**src/design/owbm_pkg.sv**
```systemverilog
package owbm_pkg;

   localparam int unsigned TICK_W       = 10;
   localparam int unsigned BYTE_W       = 8;
   localparam int unsigned ACTION_W     = 2;
   localparam int unsigned BIT_IDX_W    = 4;
   localparam int unsigned REQ_DATA_W   = 16;
   localparam int unsigned RSP_DATA_W   = 16;
   localparam int unsigned CSR_ADDR_W   = 5;
   localparam int unsigned CSR_DATA_W   = 32;

   localparam int unsigned RECOVERY_TICKS_DEFAULT = 2;
   localparam int unsigned QUEUE_DEPTH_DEFAULT    = 4;

   localparam logic [ACTION_W-1:0] ACT_NONE  = 2'd0;
   localparam logic [ACTION_W-1:0] ACT_RESET = 2'd1;
   localparam logic [ACTION_W-1:0] ACT_WRITE = 2'd2;
   localparam logic [ACTION_W-1:0] ACT_READ  = 2'd3;

   localparam logic [2:0] REG_RESET_LOW       = 3'd0;
   localparam logic [2:0] REG_PRESENCE_SAMPLE = 3'd1;
   localparam logic [2:0] REG_RESET_TAIL      = 3'd2;
   localparam logic [2:0] REG_WRITE_LOW       = 3'd3;
   localparam logic [2:0] REG_WRITE_HOLD      = 3'd4;
   localparam logic [2:0] REG_READ_LOW        = 3'd5;
   localparam logic [2:0] REG_READ_SAMPLE     = 3'd6;
   localparam logic [2:0] REG_READ_TAIL       = 3'd7;

   localparam logic [TICK_W-1:0] RESET_LOW_INIT       = 10'd900;
   localparam logic [TICK_W-1:0] PRESENCE_SAMPLE_INIT = 10'd70;
   localparam logic [TICK_W-1:0] RESET_TAIL_INIT      = 10'd200;
   localparam logic [TICK_W-1:0] WRITE_LOW_INIT       = 10'd20;
   localparam logic [TICK_W-1:0] WRITE_HOLD_INIT      = 10'd30;
   localparam logic [TICK_W-1:0] READ_LOW_INIT        = 10'd2;
   localparam logic [TICK_W-1:0] READ_SAMPLE_INIT     = 10'd25;
   localparam logic [TICK_W-1:0] READ_TAIL_INIT       = 10'd70;

   typedef struct packed {
      logic [TICK_W-1:0] reset_low;
      logic [TICK_W-1:0] presence_sample;
      logic [TICK_W-1:0] reset_tail;
      logic [TICK_W-1:0] write_low;
      logic [TICK_W-1:0] write_hold;
      logic [TICK_W-1:0] read_low;
      logic [TICK_W-1:0] read_sample;
      logic [TICK_W-1:0] read_tail;
   } timing_type;

   typedef struct packed {
      logic              start_reset;
      logic              start_write;
      logic              start_read;
      logic [BYTE_W-1:0] tx_byte;
      logic              line_level;
   } item_type;

   typedef struct packed {
      logic              drive_low;
      logic              busy_res;
      logic              done_res;
      logic [BYTE_W-1:0] rx_byte;
      logic              device_present;
   } result_type;

endpackage

```
**src/design/one_wire_bus_master_unit.sv**
```systemverilog
// Channel   Dir  Ports                                  Word
// req       in   req_tvalid/req_tready/req_tdata/tuser  one bus tick: command, tx byte, line
// rsp       out  rsp_tvalid/rsp_tready/rsp_tdata        bus drive and status for that tick
// csr       in   csr_psel/penable/pwrite/paddr/pwdata    eight 10-bit timing registers
//
// One word per clock sustained while rsp_tready is high; each word is one sequencer step.
// req words pass through the queue (QUEUE_DEPTH words) into the registered rsp output.
// Synchronous active-high reset; timing registers load their default values.
// req stalls only when the queue is full; rsp stalls hold the output register and back
// the queue up while req keeps being taken.
module one_wire_bus_master_unit #(
   parameter int unsigned RECOVERY_TICKS = owbm_pkg::RECOVERY_TICKS_DEFAULT,
   parameter int unsigned QUEUE_DEPTH    = owbm_pkg::QUEUE_DEPTH_DEFAULT
) (
   input  logic                               clock,
   input  logic                               reset,
   // tdata: tx_byte[7:0], line_level[8], zero [15:9]
   input  logic [owbm_pkg::REQ_DATA_W-1:0]    req_tdata,
   // tuser: action[1:0]
   input  logic [owbm_pkg::ACTION_W-1:0]      req_tuser,
   input  logic                               req_tvalid,
   output logic                               req_tready,
   // tdata: drive_low[0], busy_res[1], done_res[2], rx_byte[10:3], device_present[11],
   //        zero [15:12]
   output logic [owbm_pkg::RSP_DATA_W-1:0]    rsp_tdata,
   output logic                               rsp_tvalid,
   input  logic                               rsp_tready,
   input  logic                               csr_psel,
   input  logic                               csr_penable,
   input  logic                               csr_pwrite,
   input  logic [owbm_pkg::CSR_ADDR_W-1:0]    csr_paddr,
   input  logic [owbm_pkg::CSR_DATA_W-1:0]    csr_pwdata,
   output logic [owbm_pkg::CSR_DATA_W-1:0]    csr_prdata,
   output logic                               csr_pready
);

   owbm_pkg::timing_type timing;
   owbm_pkg::item_type   push_item;
   owbm_pkg::item_type   head_item;
   logic                 push;
   logic                 pop;
   logic                 queue_full;
   logic                 queue_not_empty;

   owbm_csr u_csr (
      .clock       (clock),
      .reset       (reset),
      .csr_psel    (csr_psel),
      .csr_penable (csr_penable),
      .csr_pwrite  (csr_pwrite),
      .csr_paddr   (csr_paddr),
      .csr_pwdata  (csr_pwdata),
      .csr_prdata  (csr_prdata),
      .csr_pready  (csr_pready),
      .timing      (timing)
   );

   owbm_front u_front (
      .req_tdata  (req_tdata),
      .req_tuser  (req_tuser),
      .req_tvalid (req_tvalid),
      .req_tready (req_tready),
      .queue_full (queue_full),
      .push       (push),
      .push_item  (push_item)
   );

   owbm_queue #(
      .DEPTH (QUEUE_DEPTH)
   ) u_queue (
      .clock     (clock),
      .reset     (reset),
      .push      (push),
      .push_item (push_item),
      .full      (queue_full),
      .pop       (pop),
      .not_empty (queue_not_empty),
      .head_item (head_item)
   );

   owbm_seq #(
      .RECOVERY_TICKS (RECOVERY_TICKS)
   ) u_seq (
      .clock      (clock),
      .reset      (reset),
      .timing     (timing),
      .item_valid (queue_not_empty),
      .item       (head_item),
      .pop        (pop),
      .rsp_tdata  (rsp_tdata),
      .rsp_tvalid (rsp_tvalid),
      .rsp_tready (rsp_tready)
   );

endmodule

```
**src/design/owbm_csr.sv**
```systemverilog
module owbm_csr (
   input  logic                               clock,
   input  logic                               reset,
   input  logic                               csr_psel,
   input  logic                               csr_penable,
   input  logic                               csr_pwrite,
   input  logic [owbm_pkg::CSR_ADDR_W-1:0]    csr_paddr,
   input  logic [owbm_pkg::CSR_DATA_W-1:0]    csr_pwdata,
   output logic [owbm_pkg::CSR_DATA_W-1:0]    csr_prdata,
   output logic                               csr_pready,
   output owbm_pkg::timing_type               timing
);

   owbm_pkg::timing_type            timing_ff;
   owbm_pkg::timing_type            timing_in;
   logic [2:0]                      reg_idx;
   logic [owbm_pkg::TICK_W-1:0]     wr_val;
   logic [owbm_pkg::TICK_W-1:0]     rd_val;
   logic                            wr_en;

   assign reg_idx    = csr_paddr[owbm_pkg::CSR_ADDR_W-1:2];
   assign wr_val     = csr_pwdata[owbm_pkg::TICK_W-1:0];
   assign wr_en      = csr_psel & csr_penable & csr_pwrite;
   assign csr_pready = 1'b1;
   assign timing     = timing_ff;

   always_comb begin
      timing_in = timing_ff;
      if (wr_en) begin
         case (reg_idx)
            owbm_pkg::REG_RESET_LOW:       timing_in.reset_low       = wr_val;
            owbm_pkg::REG_PRESENCE_SAMPLE: timing_in.presence_sample = wr_val;
            owbm_pkg::REG_RESET_TAIL:      timing_in.reset_tail      = wr_val;
            owbm_pkg::REG_WRITE_LOW:       timing_in.write_low       = wr_val;
            owbm_pkg::REG_WRITE_HOLD:      timing_in.write_hold      = wr_val;
            owbm_pkg::REG_READ_LOW:        timing_in.read_low        = wr_val;
            owbm_pkg::REG_READ_SAMPLE:     timing_in.read_sample     = wr_val;
            owbm_pkg::REG_READ_TAIL:       timing_in.read_tail       = wr_val;
            default:                       timing_in = timing_ff;
         endcase
      end
   end

   always_comb begin
      case (reg_idx)
         owbm_pkg::REG_RESET_LOW:       rd_val = timing_ff.reset_low;
         owbm_pkg::REG_PRESENCE_SAMPLE: rd_val = timing_ff.presence_sample;
         owbm_pkg::REG_RESET_TAIL:      rd_val = timing_ff.reset_tail;
         owbm_pkg::REG_WRITE_LOW:       rd_val = timing_ff.write_low;
         owbm_pkg::REG_WRITE_HOLD:      rd_val = timing_ff.write_hold;
         owbm_pkg::REG_READ_LOW:        rd_val = timing_ff.read_low;
         owbm_pkg::REG_READ_SAMPLE:     rd_val = timing_ff.read_sample;
         owbm_pkg::REG_READ_TAIL:       rd_val = timing_ff.read_tail;
         default:                       rd_val = '0;
      endcase
   end

   assign csr_prdata = {{(owbm_pkg::CSR_DATA_W-owbm_pkg::TICK_W){1'b0}}, rd_val};

   always_ff @(posedge clock) begin
      if (reset) begin
         timing_ff.reset_low       <= owbm_pkg::RESET_LOW_INIT;
         timing_ff.presence_sample <= owbm_pkg::PRESENCE_SAMPLE_INIT;
         timing_ff.reset_tail      <= owbm_pkg::RESET_TAIL_INIT;
         timing_ff.write_low       <= owbm_pkg::WRITE_LOW_INIT;
         timing_ff.write_hold      <= owbm_pkg::WRITE_HOLD_INIT;
         timing_ff.read_low        <= owbm_pkg::READ_LOW_INIT;
         timing_ff.read_sample     <= owbm_pkg::READ_SAMPLE_INIT;
         timing_ff.read_tail       <= owbm_pkg::READ_TAIL_INIT;
      end else begin
         timing_ff <= timing_in;
      end
   end

endmodule

```
**src/design/owbm_front.sv**
```systemverilog
module owbm_front (
   input  logic [owbm_pkg::REQ_DATA_W-1:0]  req_tdata,
   input  logic [owbm_pkg::ACTION_W-1:0]    req_tuser,
   input  logic                             req_tvalid,
   output logic                             req_tready,
   input  logic                             queue_full,
   output logic                             push,
   output owbm_pkg::item_type               push_item
);

   assign req_tready = ~queue_full;
   assign push       = req_tvalid & ~queue_full;

   always_comb begin
      push_item             = '0;
      push_item.tx_byte     = req_tdata[owbm_pkg::BYTE_W-1:0];
      push_item.line_level  = req_tdata[owbm_pkg::BYTE_W];
      case (req_tuser)
         owbm_pkg::ACT_RESET: push_item.start_reset = 1'b1;
         owbm_pkg::ACT_WRITE: push_item.start_write = 1'b1;
         owbm_pkg::ACT_READ:  push_item.start_read  = 1'b1;
         default:             push_item.start_reset = 1'b0;
      endcase
   end

endmodule

```
**src/design/owbm_queue.sv**
```systemverilog
module owbm_queue #(
   parameter int unsigned DEPTH = owbm_pkg::QUEUE_DEPTH_DEFAULT
) (
   input  logic                 clock,
   input  logic                 reset,
   input  logic                 push,
   input  owbm_pkg::item_type   push_item,
   output logic                 full,
   input  logic                 pop,
   output logic                 not_empty,
   output owbm_pkg::item_type   head_item
);

   localparam int unsigned PTR_W = (DEPTH > 1) ? $clog2(DEPTH) : 1;
   localparam int unsigned CNT_W = $clog2(DEPTH + 1);

   owbm_pkg::item_type   slot_ff [DEPTH];
   logic [PTR_W-1:0]     wr_ptr_ff, wr_ptr_in;
   logic [PTR_W-1:0]     rd_ptr_ff, rd_ptr_in;
   logic [CNT_W-1:0]     count_ff, count_in;

   assign full      = (count_ff == CNT_W'(DEPTH));
   assign not_empty = (count_ff != '0);
   assign head_item = slot_ff[rd_ptr_ff];

   always_comb begin
      wr_ptr_in = wr_ptr_ff;
      rd_ptr_in = rd_ptr_ff;
      count_in  = count_ff;
      if (push) begin
         wr_ptr_in = (wr_ptr_ff == PTR_W'(DEPTH - 1)) ? '0 : wr_ptr_ff + 1'b1;
      end
      if (pop) begin
         rd_ptr_in = (rd_ptr_ff == PTR_W'(DEPTH - 1)) ? '0 : rd_ptr_ff + 1'b1;
      end
      if (push && !pop) begin
         count_in = count_ff + 1'b1;
      end else if (pop && !push) begin
         count_in = count_ff - 1'b1;
      end
   end

   always_ff @(posedge clock) begin
      if (reset) begin
         wr_ptr_ff <= '0;
         rd_ptr_ff <= '0;
         count_ff  <= '0;
      end else begin
         wr_ptr_ff <= wr_ptr_in;
         rd_ptr_ff <= rd_ptr_in;
         count_ff  <= count_in;
      end
   end

   always_ff @(posedge clock) begin
      if (push) begin
         slot_ff[wr_ptr_ff] <= push_item;
      end
   end

endmodule

```
**src/design/owbm_seq.sv**
```systemverilog
module owbm_seq #(
   parameter int unsigned RECOVERY_TICKS = owbm_pkg::RECOVERY_TICKS_DEFAULT
) (
   input  logic                              clock,
   input  logic                              reset,
   input  owbm_pkg::timing_type              timing,
   input  logic                              item_valid,
   input  owbm_pkg::item_type                item,
   output logic                              pop,
   output logic [owbm_pkg::RSP_DATA_W-1:0]   rsp_tdata,
   output logic                              rsp_tvalid,
   input  logic                              rsp_tready
);

   localparam logic [3:0] PH_IDLE     = 4'd0;
   localparam logic [3:0] PH_RST_LOW  = 4'd1;
   localparam logic [3:0] PH_RST_WAIT = 4'd2;
   localparam logic [3:0] PH_RST_TAIL = 4'd3;
   localparam logic [3:0] PH_WR_LOW   = 4'd4;
   localparam logic [3:0] PH_WR_HOLD  = 4'd5;
   localparam logic [3:0] PH_WR_REC   = 4'd6;
   localparam logic [3:0] PH_RD_LOW   = 4'd7;
   localparam logic [3:0] PH_RD_WAIT  = 4'd8;
   localparam logic [3:0] PH_RD_TAIL  = 4'd9;
   localparam logic [3:0] PH_RD_REC   = 4'd10;

   localparam int unsigned TW = owbm_pkg::TICK_W;
   localparam int unsigned BW = owbm_pkg::BYTE_W;
   localparam int unsigned IW = owbm_pkg::BIT_IDX_W;

   logic [3:0]     phase_ff, phase_in;
   logic [TW-1:0]  tick_ff, tick_in;
   logic [BW-1:0]  shift_ff, shift_in;
   logic [IW-1:0]  bit_idx_ff, bit_idx_in;
   logic           presence_ff, presence_in;
   logic [BW-1:0]  rx_last_ff, rx_last_in;
   logic           rsp_valid_ff, rsp_valid_in;
   owbm_pkg::result_type res_ff, res_in;

   logic [3:0]     ph0;
   logic [TW-1:0]  cnt0;
   logic [BW-1:0]  sh0;
   logic [IW-1:0]  bi0;
   logic [IW-1:0]  bi_next;
   logic [TW-1:0]  len;
   logic [TW:0]    cnt_inc;

   assign pop = item_valid & (~rsp_valid_ff | rsp_tready);

   always_comb begin
      ph0  = phase_ff;
      cnt0 = tick_ff;
      sh0  = shift_ff;
      bi0  = bit_idx_ff;
      if (phase_ff == PH_IDLE || phase_ff > PH_RD_REC) begin
         ph0  = PH_IDLE;
         cnt0 = '0;
         if (item.start_reset) begin
            ph0 = PH_RST_LOW;
         end else if (item.start_write) begin
            ph0 = PH_WR_LOW;
            sh0 = item.tx_byte;
            bi0 = '0;
         end else if (item.start_read) begin
            ph0 = PH_RD_LOW;
            sh0 = '0;
            bi0 = '0;
         end
      end
   end

   always_comb begin
      case (ph0)
         PH_RST_LOW:  len = timing.reset_low;
         PH_RST_WAIT: len = timing.presence_sample;
         PH_RST_TAIL: len = timing.reset_tail;
         PH_WR_LOW:   len = timing.write_low;
         PH_WR_HOLD:  len = timing.write_hold;
         PH_RD_LOW:   len = timing.read_low;
         PH_RD_WAIT:  len = timing.read_sample;
         PH_RD_TAIL:  len = timing.read_tail;
         default:     len = TW'(RECOVERY_TICKS);
      endcase
   end

   assign cnt_inc = {1'b0, cnt0} + 1'b1;
   assign bi_next = bi0 + 1'b1;

   always_comb begin
      phase_in    = ph0;
      tick_in     = cnt0;
      shift_in    = sh0;
      bit_idx_in  = bi0;
      presence_in = presence_ff;
      rx_last_in  = rx_last_ff;
      res_in      = '0;
      if (ph0 != PH_IDLE) begin
         res_in.busy_res = 1'b1;
         if (ph0 == PH_RST_LOW || ph0 == PH_WR_LOW || ph0 == PH_RD_LOW) begin
            res_in.drive_low = 1'b1;
         end else if (ph0 == PH_WR_HOLD) begin
            res_in.drive_low = ~sh0[0];
         end
         if (cnt_inc < {1'b0, len}) begin
            tick_in = cnt_inc[TW-1:0];
         end else begin
            tick_in = '0;
            case (ph0)
               PH_RST_LOW:  phase_in = PH_RST_WAIT;
               PH_RST_WAIT: begin
                  presence_in = ~item.line_level;
                  phase_in    = PH_RST_TAIL;
               end
               PH_RST_TAIL: begin
                  phase_in        = PH_IDLE;
                  res_in.done_res = 1'b1;
               end
               PH_WR_LOW:   phase_in = PH_WR_HOLD;
               PH_WR_HOLD:  phase_in = PH_WR_REC;
               PH_WR_REC: begin
                  shift_in = {1'b0, sh0[BW-1:1]};
                  if (bi_next >= IW'(BW)) begin
                     bit_idx_in      = '0;
                     phase_in        = PH_IDLE;
                     res_in.done_res = 1'b1;
                  end else begin
                     bit_idx_in = bi_next;
                     phase_in   = PH_WR_LOW;
                  end
               end
               PH_RD_LOW:   phase_in = PH_RD_WAIT;
               PH_RD_WAIT: begin
                  shift_in = {item.line_level, sh0[BW-1:1]};
                  phase_in = PH_RD_TAIL;
               end
               PH_RD_TAIL:  phase_in = PH_RD_REC;
               default: begin
                  if (bi_next >= IW'(BW)) begin
                     bit_idx_in      = '0;
                     rx_last_in      = sh0;
                     phase_in        = PH_IDLE;
                     res_in.done_res = 1'b1;
                  end else begin
                     bit_idx_in = bi_next;
                     phase_in   = PH_RD_LOW;
                  end
               end
            endcase
         end
      end
      res_in.rx_byte        = rx_last_in;
      res_in.device_present = presence_in;
   end

   always_comb begin
      rsp_valid_in = rsp_valid_ff;
      if (pop) begin
         rsp_valid_in = 1'b1;
      end else if (rsp_tready) begin
         rsp_valid_in = 1'b0;
      end
   end

   always_ff @(posedge clock) begin
      if (reset) begin
         phase_ff     <= PH_IDLE;
         tick_ff      <= '0;
         shift_ff     <= '0;
         bit_idx_ff   <= '0;
         presence_ff  <= 1'b0;
         rx_last_ff   <= '0;
         rsp_valid_ff <= 1'b0;
      end else begin
         rsp_valid_ff <= rsp_valid_in;
         if (pop) begin
            phase_ff    <= phase_in;
            tick_ff     <= tick_in;
            shift_ff    <= shift_in;
            bit_idx_ff  <= bit_idx_in;
            presence_ff <= presence_in;
            rx_last_ff  <= rx_last_in;
         end
      end
   end

   always_ff @(posedge clock) begin
      if (pop) begin
         res_ff <= res_in;
      end
   end

   assign rsp_tvalid = rsp_valid_ff;
   assign rsp_tdata  = {{(owbm_pkg::RSP_DATA_W-12){1'b0}}, res_ff.device_present,
                        res_ff.rx_byte, res_ff.done_res, res_ff.busy_res,
                        res_ff.drive_low};

endmodule
```
**config.mk**
```make
export PLATFORM = sky130hd
export DESIGN_NAME = one_wire_bus_master_unit
export DESIGN_NICKNAME = d
export VERILOG_FILES = /design/src/design/owbm_pkg.sv /design/src/design/one_wire_bus_master_unit.sv /design/src/design/owbm_csr.sv /design/src/design/owbm_front.sv /design/src/design/owbm_queue.sv /design/src/design/owbm_seq.sv
export SDC_FILE = /design/constraint.sdc
export NUM_CORES = 1
export LEC_CHECK = 0
export BUFFER_PORTS_ARGS = -buffer_cell sky130_fd_sc_hd__buf_2
export CAP_MARGIN = 25
export CELL_PAD_IN_SITES_DETAIL_PLACEMENT = 1
export CELL_PAD_IN_SITES_GLOBAL_PLACEMENT = 2
export CORE_MARGIN = 2
export CORE_UTILIZATION = 38
export CTS_BUF_LIST = sky130_fd_sc_hd__clkbuf_4
export DETAILED_ROUTE_END_ITERATION = 6
export MAX_ROUTING_LAYER = met4
export PLACE_DENSITY_LB_ADDON = 0.08
export SYNTH_ARGS = -nofsm -noshare
export SYNTH_HDL_FRONTEND = slang
export SYNTH_HIERARCHICAL = 1
export SYNTH_SLANG_ARGS = --single-unit
```
**constraint.sdc**
```tcl
create_clock -name clock -period 5.5 [get_ports clock]
set_input_delay 0.55 -clock clock [delete_from_list [all_inputs] [get_ports clock]]
set_output_delay 0.55 -clock clock [all_outputs]
set_load 0.05 [all_outputs]
```
==> results.json, run 1 <==
{
  "dieArea_um2": 26900,
  "drc_errors": 0,
  "final-seq-area_um2": 4310,
  "cap_violations": 0,
  "clk_path_buf_depth": 2,
  "syn_inst": 1042,
  "die_w_um": 164,
  "synth_area_per_cell_um2": 9.35,
  "grt_setup_unrepaired": "false",
  "drive_gt1_share_pct": 15.0,
  "synthTopCellsByCount": "dfxtp_1, nand2_1, nor2_1",
  "grt_use_total_pct": 24.0,
  "io_buffers": 54,
  "synthArstFlopShare_pct": 0,
  "gr-total-overflow": 0,
  "grt_pass1_vias": 7983,
  "wire_per_inst_um": 21.8,
  "setup_viol": 0,
  "clk_latency_ns": 0.61,
  "power_density_nw_per_um2": 389,
  "clk_pin_slew_ns": 0.21,
  "period_share_pct": 92.5,
  "setup_tns_ns": 0,
  "hold_viol_final": 0,
  "cts_root_buf": "clkbuf_4",
  "fmax_mhz": 197,
  "setup_slack_ns": 0.413,
  "antenna_found_initial": 1,
  "critical_path.max_fanout": 13,
  "synth-edff-count": 60,
  "cts_tree": "yes",
  "grt_max_degree": 77,
  "area_delta_synth_final_pct": 7.07,
  "ctsHoldBuffers": 0,
  "vias": 7891,
  "worstSetupPathType": "flip-flop to flip-flop",
  "p_leak_nw": 3.83,
  "yosysTopAreaCell": "dfxtp_1",
  "fp.coreArea_um2": 25200,
  "synth_area_um2": 9740,
  "drtAntennaViolNets": 0,
  "finalPower_w": 0.00406,
  "cp_data_arrival_time_ns": 5.58,
  "synth_seq_area_share_pct": 44.2,
  "worstMarginPinSlew_ns": 1.06,
  "period_minus_slack_ns": 5.09,
  "end_kind": "flip-flop",
  "drt_first_iter_violations": 489,
  "multi_input_area_um2": 4780,
  "synth_cell_types": 73,
  "synth_top_area_share_pct": 25.7,
  "fin_skew_ns": 0.0381,
  "fp-row-count": 58,
  "clock_sinks": 185,
  "peakVddDrop_v": 0.000208,
  "dpl.hpwl_um": 20800,
  "die_height_um": 164,
  "initial_utilization_pct": 38.7,
  "yosys_most_used_dff": "dfxtp_1",
  "synthTopCellsByArea": "dfxtp_1, edfxtp_1, nand2_1, a21oi_1, o21ai_0",
  "worstSetupStartpointType": "flip-flop",
  "maxSlewViolCount": 0,
  "wl_um": 30500,
  "design.portCount": 113,
  "synth-seq-cells": 185,
  "cts_buffers": 17,
  "fill_cells": 2900,
  "worstPathRequired_ns": 5.99,
  "grt_pass1_wl_um": 47300,
  "first_pass_iters": 5,
  "status": "finished clean",
  "place_congestion": 0.795,
  "place_ws_ns": 0.339,
  "relSlewSlack_pct": 29.2,
  "ctsHtreeMaxLevel": 4,
  "nets": 1135,
  "routed_via_density": 5.64,
  "yosysWarnings": 6,
  "hold_class": "input port to flip-flop"
}
[registers in the layout, indices dropped and copies added, names as in the netlist, named ones only]
name               flops
u_seq/phase_ff         4
u_queue/wr_ptr_ff      2
u_seq/rx_last_ff       8
u_seq/bit_idx_ff       4
u_seq/rsp_tvalid       1
u_queue/count_ff       3
u_seq/rsp_tdata       12
u_csr/timing          80
u_queue/rd_ptr_ff      2
u_seq/tick_ff         10
u_queue/slot_ff       48
u_seq/presence_ff      1
u_seq/shift_ff         8
[metrics by stage]
| step | std cells | util, % | area (um^2) | hold WS [ns] |
|---|---|---|---|---|
| floorplan | 1066 | - | 9830 | 0.444 |
| global placement | 1363 | 40.0 | 10100 | 0.466 |
| detailed placement | 1364 | 40.0 | 10100 | 0.468 |
| CTS | 1396 | 41.3 | 10400 | 0.0878 |
| global route | 1399 | 41.4 | 10400 | 0.0623 |
| finish | 1399 | 41.4 | 10400 | 0.134 |
[per-layer routing]
metal,part of all wire (%),global-route usage [%]
met5,0,-
met4,1.1,5.10
met3,3.7,3.89
met2,46,36.6
met1,49,33.5
[worst max-delay path, stage by stage (launching register included)]
cell	delay [ns]
dfxtp_2	0.52
mux4_1	0.62
nor3b_1	0.44
a211oi_1	0.21
nand2_1	0.22
mux2i_1	0.25
o21ai_0	0.10
a221oi_1	0.42
ha_1	0.19
nand4_1	0.09
a211oi_1	0.21
o21ai_0	0.28
a2111o_1	0.40
o211a_1	0.38
buf_4	0.26
o2111ai_1	0.26
nand3_1	0.12
[power breakdown]
| group | internal, W | switching [W] | total [W] |
|---|---|---|---|
| clock network | 0.000233 | 0.000615 | 0.000849 |
| registers | 0.00156 | 0.0000730 | 0.00163 |
| logic | 0.000484 | 0.00109 | 0.00158 |
| total | 0.00227 | 0.00178 | 0.00406 |
[logic make-up (layout without fill, tap and decap cells)]
group	after synthesis	count (layout)	share of synthesized area, %
other	3	28	0.116
AOI/OAI and AO/OA	285	285	19.5
muxes	58	58	8.00
DFF	185	185	44.2
xor gates and xnor gates	12	12	1.08
and+or+nand+nor	343	343	17.1
buffers and inverters	138	140	7.64
adders and majority gates	18	18	2.39
[final cells by class]
cell class | instances | area share (%)
Antenna cell | 1 | 0.0240
Inverter | 23 | 0.828
Sequential cell | 185 | 41.3
Multi-Input combinational cell | 743 | 45.9
Tap cell | 330 | 3.96
Clock inverter | 15 | 1.94
Timing Repair Buffer | 85 | 4.88
Clock buffer | 17 | 1.22
[timing repair]
action / in CTS / in global routing
hold endpoints to repair: 0 / 0
setup endpoints to repair: 0 / 6
gates resized for setup: 0 / 1
setup buffers: 0 / 0
[worst paths after layout]
check / cells past startpoint / from / slack [ns] / end
max: 16 / flip-flop / 0.41 / u_seq/phase_ff[2]$_SDFFE_PP0P_
max reg2reg: 16 / flip-flop / 0.41 / u_seq/phase_ff[2]$_SDFFE_PP0P_
min: 1 / req_tdata[1] / 0.13 / u_queue/slot_ff[3][2]$_DFFE_PP_
min reg2reg: 2 / u_csr/timing[73]$_SDFFE_PP0P_ / 0.49 / u_csr/timing[73]$_SDFFE_PP0P_
[placed cells by master (no fill, tap or decap), types with 19 or more instances in the layout]
| cell type | Yosys | routed |
|---|---|---|
| nand2_1 | 125 | 125 |
| dfxtp_1 | 125 | 124 |
| nor2_1 | 81 | 81 |
| a21oi_1 | 75 | 75 |
| o21ai_0 | 74 | 74 |
| edfxtp_1 | 60 | 60 |
| buf_2 | 24 | 53 |
| buf_4 | 40 | 31 |
| mux2i_1 | 31 | 31 |
| nand3_1 | 29 | 29 |
| conb_1 | 3 | 27 |
| nand3b_1 | 22 | 22 |
| inv_1 | 22 | 22 |
| a221oi_1 | 21 | 21 |
| and2_1 | 19 | 19 |
Power figures use the tool's default switching activity.
==> inputs of run 2 (changes only) <==
--- a/config.mk
+++ b/config.mk
@@ -7,14 +7,14 @@
 export LEC_CHECK = 0
 export BUFFER_PORTS_ARGS = -buffer_cell sky130_fd_sc_hd__buf_2
 export CAP_MARGIN = 25
-export CELL_PAD_IN_SITES_DETAIL_PLACEMENT = 1
+export CELL_PAD_IN_SITES_DETAIL_PLACEMENT = 0
 export CELL_PAD_IN_SITES_GLOBAL_PLACEMENT = 2
 export CORE_MARGIN = 2
 export CORE_UTILIZATION = 38
 export CTS_BUF_LIST = sky130_fd_sc_hd__clkbuf_4
 export DETAILED_ROUTE_END_ITERATION = 6
 export MAX_ROUTING_LAYER = met4
-export PLACE_DENSITY_LB_ADDON = 0.08
+export PLACE_DENSITY = 0.92
 export SYNTH_ARGS = -nofsm -noshare
 export SYNTH_HDL_FRONTEND = slang
 export SYNTH_HIERARCHICAL = 1
==> run 2 against run 1 <==
The run now ends with DRC left; via count fell by 0.42%; register-to-register slack improved by 0.13 ns; maximum frequency grew 2.7%; sequential power barely moved; utilization barely moved; die area is the same; total power decreased by 0.82%.
==> results.json, run 2 (synthesized netlist as in run 1, its figures left out) <==
{
  "ctsResizeCount": 0,
  "pwr-share-seq_pct": 40.3,
  "cp_data_arrival_time_ns": 5.51,
  "ctsHoldBuffers": 0,
  "gr-total-overflow": 0,
  "grt_max_degree": 88,
  "fin_cells": 1394,
  "worstSetupStartpointType": "flip-flop",
  "cts_tree": "yes",
  "clk_pin_slew_ns": 0.22,
  "p_leak_nw": 3.82,
  "drive_gt1_share_pct": 14.5,
  "area_delta_synth_final_pct": 6.94,
  "ctsHtreeMaxLevel": 4,
  "worstMarginPinSlew_ns": 1.04,
  "period_minus_slack_ns": 4.96,
  "fin_hold_ws_ns": 0.117,
  "cts_buffers": 17,
  "critical_path.max_fanout": 13,
  "mostFrequentLayoutCells": "nand2_1, dfxtp_1, nor2_1, a21oi_1, o21ai_0",
  "status": "complete, but fails checks",
  "peakVddDrop_v": 0.000208,
  "die_height_um": 164,
  "maxSlewViolCount": 0,
  "worstPathRequired_ns": 6.05,
  "vias": 7858,
  "fmax_mhz": 202,
  "clock_sinks": 185,
  "drc_errors": 3,
  "drt_first_iter_violations": 670,
  "hold_depth": 1,
  "first_pass_iters": 7,
  "dieArea_um2": 26900,
  "wl_um": 26500,
  "routed_via_density": 5.64,
  "internal_power_w": 0.00228,
  "largest_register_ffs": 80,
  "setup_tns_ns": 0,
  "fill_cells": 2460,
  "reg2reg_to": "u_seq/phase_ff[2]$_SDFFE_PP0P_",
  "r2r_setup_slack_ns": 0.54,
  "end_kind": "flip-flop",
  "cap_violations": 0,
  "cts_root_buf": "clkbuf_4",
  "fp-row-count": 58,
  "place_inst": 1360,
  "power_density_nw_per_um2": 386,
  "p_switching_w": 0.00174,
  "post-cts-setup-buffers": 0,
  "worstSetupPathType": "flip-flop to flip-flop",
  "final_util_pct": 41.4,
  "initial_utilization_pct": 38.7,
  "p_comb_share_pct": 37.8,
  "dpl.hpwl_um": 17700,
  "min_from": "req_tdata[3]",
  "fp.coreArea_um2": 25200,
  "grt_setup_unrepaired": "false",
  "relSlewSlack_pct": 30.1,
  "grt_use_total_pct": 20.5,
  "clk_path_buf_depth": 2,
  "place_congestion": 0.850,
  "hold_class": "input port to flip-flop",
  "grt_pass1_wl_um": 41400,
  "io_buffers": 54,
  "setup_viol": 0,
  "violations": "DRC",
  "grt_pass1_vias": 7320,
  "reg2reg_depth": 15,
  "drtAntennaViolNets": 0,
  "die_w_um": 164,
  "antenna_found_initial": 1,
  "clkPwrFrac_pct": 21.9,
  "fin_skew_ns": 0.0435,
  "wire_per_inst_um": 19.0,
  "nets": 1130,
  "design.portCount": 113,
  "period_share_pct": 90.1,
  "hold_viol_final": 0,
  "hold_end": "u_queue/slot_ff[2][4]$_DFFE_PP_",
  "swShare_pct": 43.4,
  "clk_latency_ns": 0.62
}
-- run 2: power by group through the flow --
stage / Combinational (W) / Sequential, W / Clock [W]
3_5_place_dp: 0.00151 / 0.00165 / 0
6_report: 0.00152 / 0.00162 / 0.000880
4_1_cts: 0.00151 / 0.00162 / 0.000901
2_1_floorplan: 0.000977 / 0.00178 / 0
5_1_grt: 0.00164 / 0.00164 / 0.000939
3_3_place_gp: 0.00150 / 0.00165 / 0
-- run 2: area by class of cell --
| type | instances | area [um^2] | area share [%] |
|---|---|---|---|
| inverter | 23 | 86.3 | 0.829 |
| timing repair buffer | 80 | 472 | 4.53 |
| tap | 330 | 413 | 3.96 |
| clock buffer | 17 | 128 | 1.23 |
| antenna | 1 | 2.50 | 0.0240 |
| sequential | 185 | 4300 | 41.3 |
| clock inverter | 15 | 229 | 2.20 |
| multi-input combinational | 743 | 4780 | 45.9 |
-- run 2: worst max-delay path by stage --
stage / startpoint / to / slack, ns / cells after the start
after floorplan: flip-flop / u_seq/phase_ff[2]$_SDFFE_PP0P_ / 1.46 / 16
after global placement: flip-flop / u_seq/rsp_tdata[7]$_DFFE_PP_ / 0.56 / 14
after detailed placement: flip-flop / u_seq/rsp_tdata[7]$_DFFE_PP_ / 0.58 / 14
after CTS: flip-flop / u_seq/phase_ff[2]$_SDFFE_PP0P_ / 0.55 / 15
after global routing: flip-flop / u_seq/phase_ff[2]$_SDFFE_PP0P_ / 0.15 / 15
final: flip-flop / u_seq/phase_ff[2]$_SDFFE_PP0P_ / 0.54 / 15
-- run 2: stage by stage --
step / power, W / area (um^2) / worst slack [ns]
after global routing: 0.00422 / 10400 / 0.149
after global placement: 0.00315 / 10000 / 0.560
final: 0.00402 / 10400 / 0.545
after detailed placement: 0.00316 / 10000 / 0.577
after floorplan: 0.00276 / 9830 / 1.46
after CTS: 0.00404 / 10400 / 0.546
-- run 2: worst max-delay path: stages (launching register included) --
cell and delay [ns]:
dfxtp_1 0.48, mux4_1 0.73, nor3b_1 0.51, a211oi_1 0.20, nand2_1 0.21, mux2i_1 0.21
o21ai_0 0.09, a221oi_1 0.36, ha_1 0.18, nand4_1 0.09, a211oi_1 0.22, o21ai_0 0.25
a2111o_1 0.39, o211a_1 0.37, or4_1 0.54, nand3_1 0.08
-- run 2: metal layers --
layer	share of wire (%)	GRT usage, %	vias to the layer above	wire, um
met5	0	-	-	0
met4	1.5	5.46	0	411
met3	5.3	3.28	27	1410
met2	45	31.4	241	12100
met1	48	28.2	3826	12600
li1	-	-	3764	-
==> inputs of run 3 (changes only) <==
--- a/config.mk
+++ b/config.mk
@@ -10,12 +10,13 @@
 export CELL_PAD_IN_SITES_DETAIL_PLACEMENT = 0
 export CELL_PAD_IN_SITES_GLOBAL_PLACEMENT = 2
 export CORE_MARGIN = 2
-export CORE_UTILIZATION = 38
+export CORE_UTILIZATION = 41
 export CTS_BUF_LIST = sky130_fd_sc_hd__clkbuf_4
 export DETAILED_ROUTE_END_ITERATION = 6
 export MAX_ROUTING_LAYER = met4
-export PLACE_DENSITY = 0.92
+export PLACE_DENSITY = 0.95
 export SYNTH_ARGS = -nofsm -noshare
 export SYNTH_HDL_FRONTEND = slang
 export SYNTH_HIERARCHICAL = 1
 export SYNTH_SLANG_ARGS = --single-unit
+export TNS_END_PERCENT = 50
==> constraint.sdc (replaced) <==
create_clock -name clock -period 6.4 [get_ports clock]
set_input_delay 0.64 -clock clock [delete_from_list [all_inputs] [get_ports clock]]
set_output_delay 0.64 -clock clock [all_outputs]
set_load 0.05 [all_outputs]
==> run 3 against run 2 <==
The run now ends clean; global-route usage grew 1.5 points; worst hold slack gained 0.075 ns; non-clock buffer count shrank 8; combinational power shrank 16%; largest power group unchanged; highest routed layer unchanged.
==> results.json, run 3 (synthesized netlist as in run 1, its figures left out) <==
{
  "cts_buffers": 17,
  "dieArea_um2": 25000,
  "grt_use_total_pct": 21.9,
  "peakVddDrop_v": 0.000198,
  "drt_first_iter_violations": 767,
  "grt_pass1_wl_um": 41300,
  "worstPathRequired_ns": 6.97,
  "min_from": "req_tdata[6]",
  "design.portCount": 113,
  "period_minus_slack_ns": 5.20,
  "post-cts-setup-buffers": 0,
  "fp.coreArea_um2": 23400,
  "setup_viol": 0,
  "slowest_stage": "mux4_1",
  "cts_root_buf": "clkbuf_4",
  "p_leak_nw": 3.78,
  "drtAntennaViolNets": 0,
  "status": "finished clean",
  "grt_pass1_vias": 7280,
  "vias": 7815,
  "ctsHtreeMaxLevel": 4,
  "fp-row-count": 56,
  "place_ws_ns": 1.28,
  "drc_errors": 0,
  "drive_gt1_share_pct": 13.8,
  "end_kind": "flip-flop",
  "fin_cells": 1375,
  "clk_path_buf_depth": 2,
  "path_buf_inv": 0,
  "fmax_mhz": 192,
  "fin_skew_ns": 0.0415,
  "critical_path.max_fanout": 13,
  "cap_violations": 0,
  "slowest_delay_ns": 0.77,
  "ctsResizeCount": 0,
  "die_height_um": 158,
  "clk_latency_ns": 0.64,
  "routed_via_density": 5.68,
  "final_util_pct": 44.2,
  "dpl.hpwl_um": 17400,
  "reg2reg_depth": 15,
  "hold_end": "u_queue/slot_ff[0][7]$_DFFE_PP_",
  "area_delta_synth_final_pct": 6.24,
  "finalPower_w": 0.00345,
  "hold_depth": 1,
  "wire_per_inst_um": 19.1,
  "path_delay_family": "compound AO/OA/AOI/OAI gates",
  "setup_slack_ns": 1.20,
  "period_share_pct": 81.2,
  "cts_tree": "yes",
  "first_pass_iters": 5,
  "worstMarginPinSlew_ns": 1.08,
  "die_w_um": 158,
  "crit_top_cell": "o21ai_0",
  "relSlewSlack_pct": 27.3,
  "power_density_nw_per_um2": 333,
  "initial_utilization_pct": 41.6,
  "hold_class": "input port to flip-flop",
  "grt_setup_unrepaired": "false",
  "setup_tns_ns": 0,
  "maxSlewViolCount": 0,
  "cp_cell_sequence": "mux4_1 -> nor3b_1 -> a31oi_1 -> nand2_1 -> mux2i_1 -> o21ai_0 -> a221oi_1 -> ha_1 -> nand4_1 -> a211oi_1 -> o21ai_0 -> a2111o_1 -> o211a_1 -> or4_1 -> nand3_1",
  "clock_sinks": 185,
  "place_congestion": 0.828,
  "antenna_found_initial": 1,
  "wl_um": 26200,
  "clk_pin_slew_ns": 0.23,
  "gr-total-overflow": 0,
  "place_inst": 1342,
  "worstSetupPathType": "flip-flop to flip-flop",
  "io_buffers": 54,
  "nets": 1122,
  "reg2reg_to": "u_seq/phase_ff[2]$_SDFFE_PP0P_",
  "cp_data_arrival_time_ns": 5.77,
  "r2r_setup_slack_ns": 1.20,
  "worstSetupStartpointType": "flip-flop",
  "ctsHoldBuffers": 0,
  "largest_register_ffs": 80,
  "mostFrequentLayoutCells": "nand2_1, dfxtp_1, nor2_1, a21oi_1, o21ai_0",
  "hold_viol_final": 0,
  "grt_max_degree": 92
}
==> run 3: changes by cell type in the layout (fill, tap and decap cells not counted) <==
cell    change
inv_6       +1
buf_4       -8
inv_8       -2
inv_16      +1
==> run 3: worst max-delay path by stage <==
stage,start,to,slack (ns),depth (start not counted)
global placement,flip-flop,u_seq/rsp_tdata[8]$_DFFE_PP_,1.27,13
finish,flip-flop,u_seq/phase_ff[2]$_SDFFE_PP0P_,1.20,15
CTS,flip-flop,u_seq/phase_ff[2]$_SDFFE_PP0P_,1.20,14
floorplan,flip-flop,u_seq/phase_ff[2]$_SDFFE_PP0P_,2.36,16
detailed placement,flip-flop,u_seq/phase_ff[2]$_SDFFE_PP0P_,1.28,14
global route,flip-flop,u_seq/rsp_tdata[11]$_DFFE_PP_,0.78,16
==> run 3: cell type report <==
type / instances / area (um^2)
Fill cell: 2312 / 13100
Multi-Input combinational cell: 743 / 4780
Sequential cell: 185 / 4300
Timing Repair Buffer: 72 / 412
Tap cell: 319 / 399
Clock inverter: 15 / 235
Clock buffer: 17 / 128
Inverter: 23 / 86.3
Antenna cell: 1 / 2.50
==> run 3: per-stage QoR <==
stage               hold WS (ns)  instance area [um^2]
finish                     0.193                 10300
global route               0.142                 10300
CTS                        0.164                 10300
detailed placement         0.469                  9980
global placement           0.461                  9970
floorplan                  0.444                  9830
==> run 3: layer usage <==
| metal | vias to the layer above | share of wire [%] | global-route usage (%) |
|---|---|---|---|
| met2 | 252 | 46 | 33.1 |
| li1 | 3745 | - | - |
| met4 | 0 | 1.2 | 5.45 |
| met3 | 25 | 5.7 | 3.20 |
| met1 | 3793 | 47 | 31.1 |
| met5 | - | 0 | - |
==> run 3: power breakdown <==
group | internal [W] | switching [W] | leakage, nW
combinational | 0.000394 | 0.000873 | 2.02
clock | 0.000218 | 0.000548 | 0.187
sequential | 0.00134 | 0.0000803 | 1.57
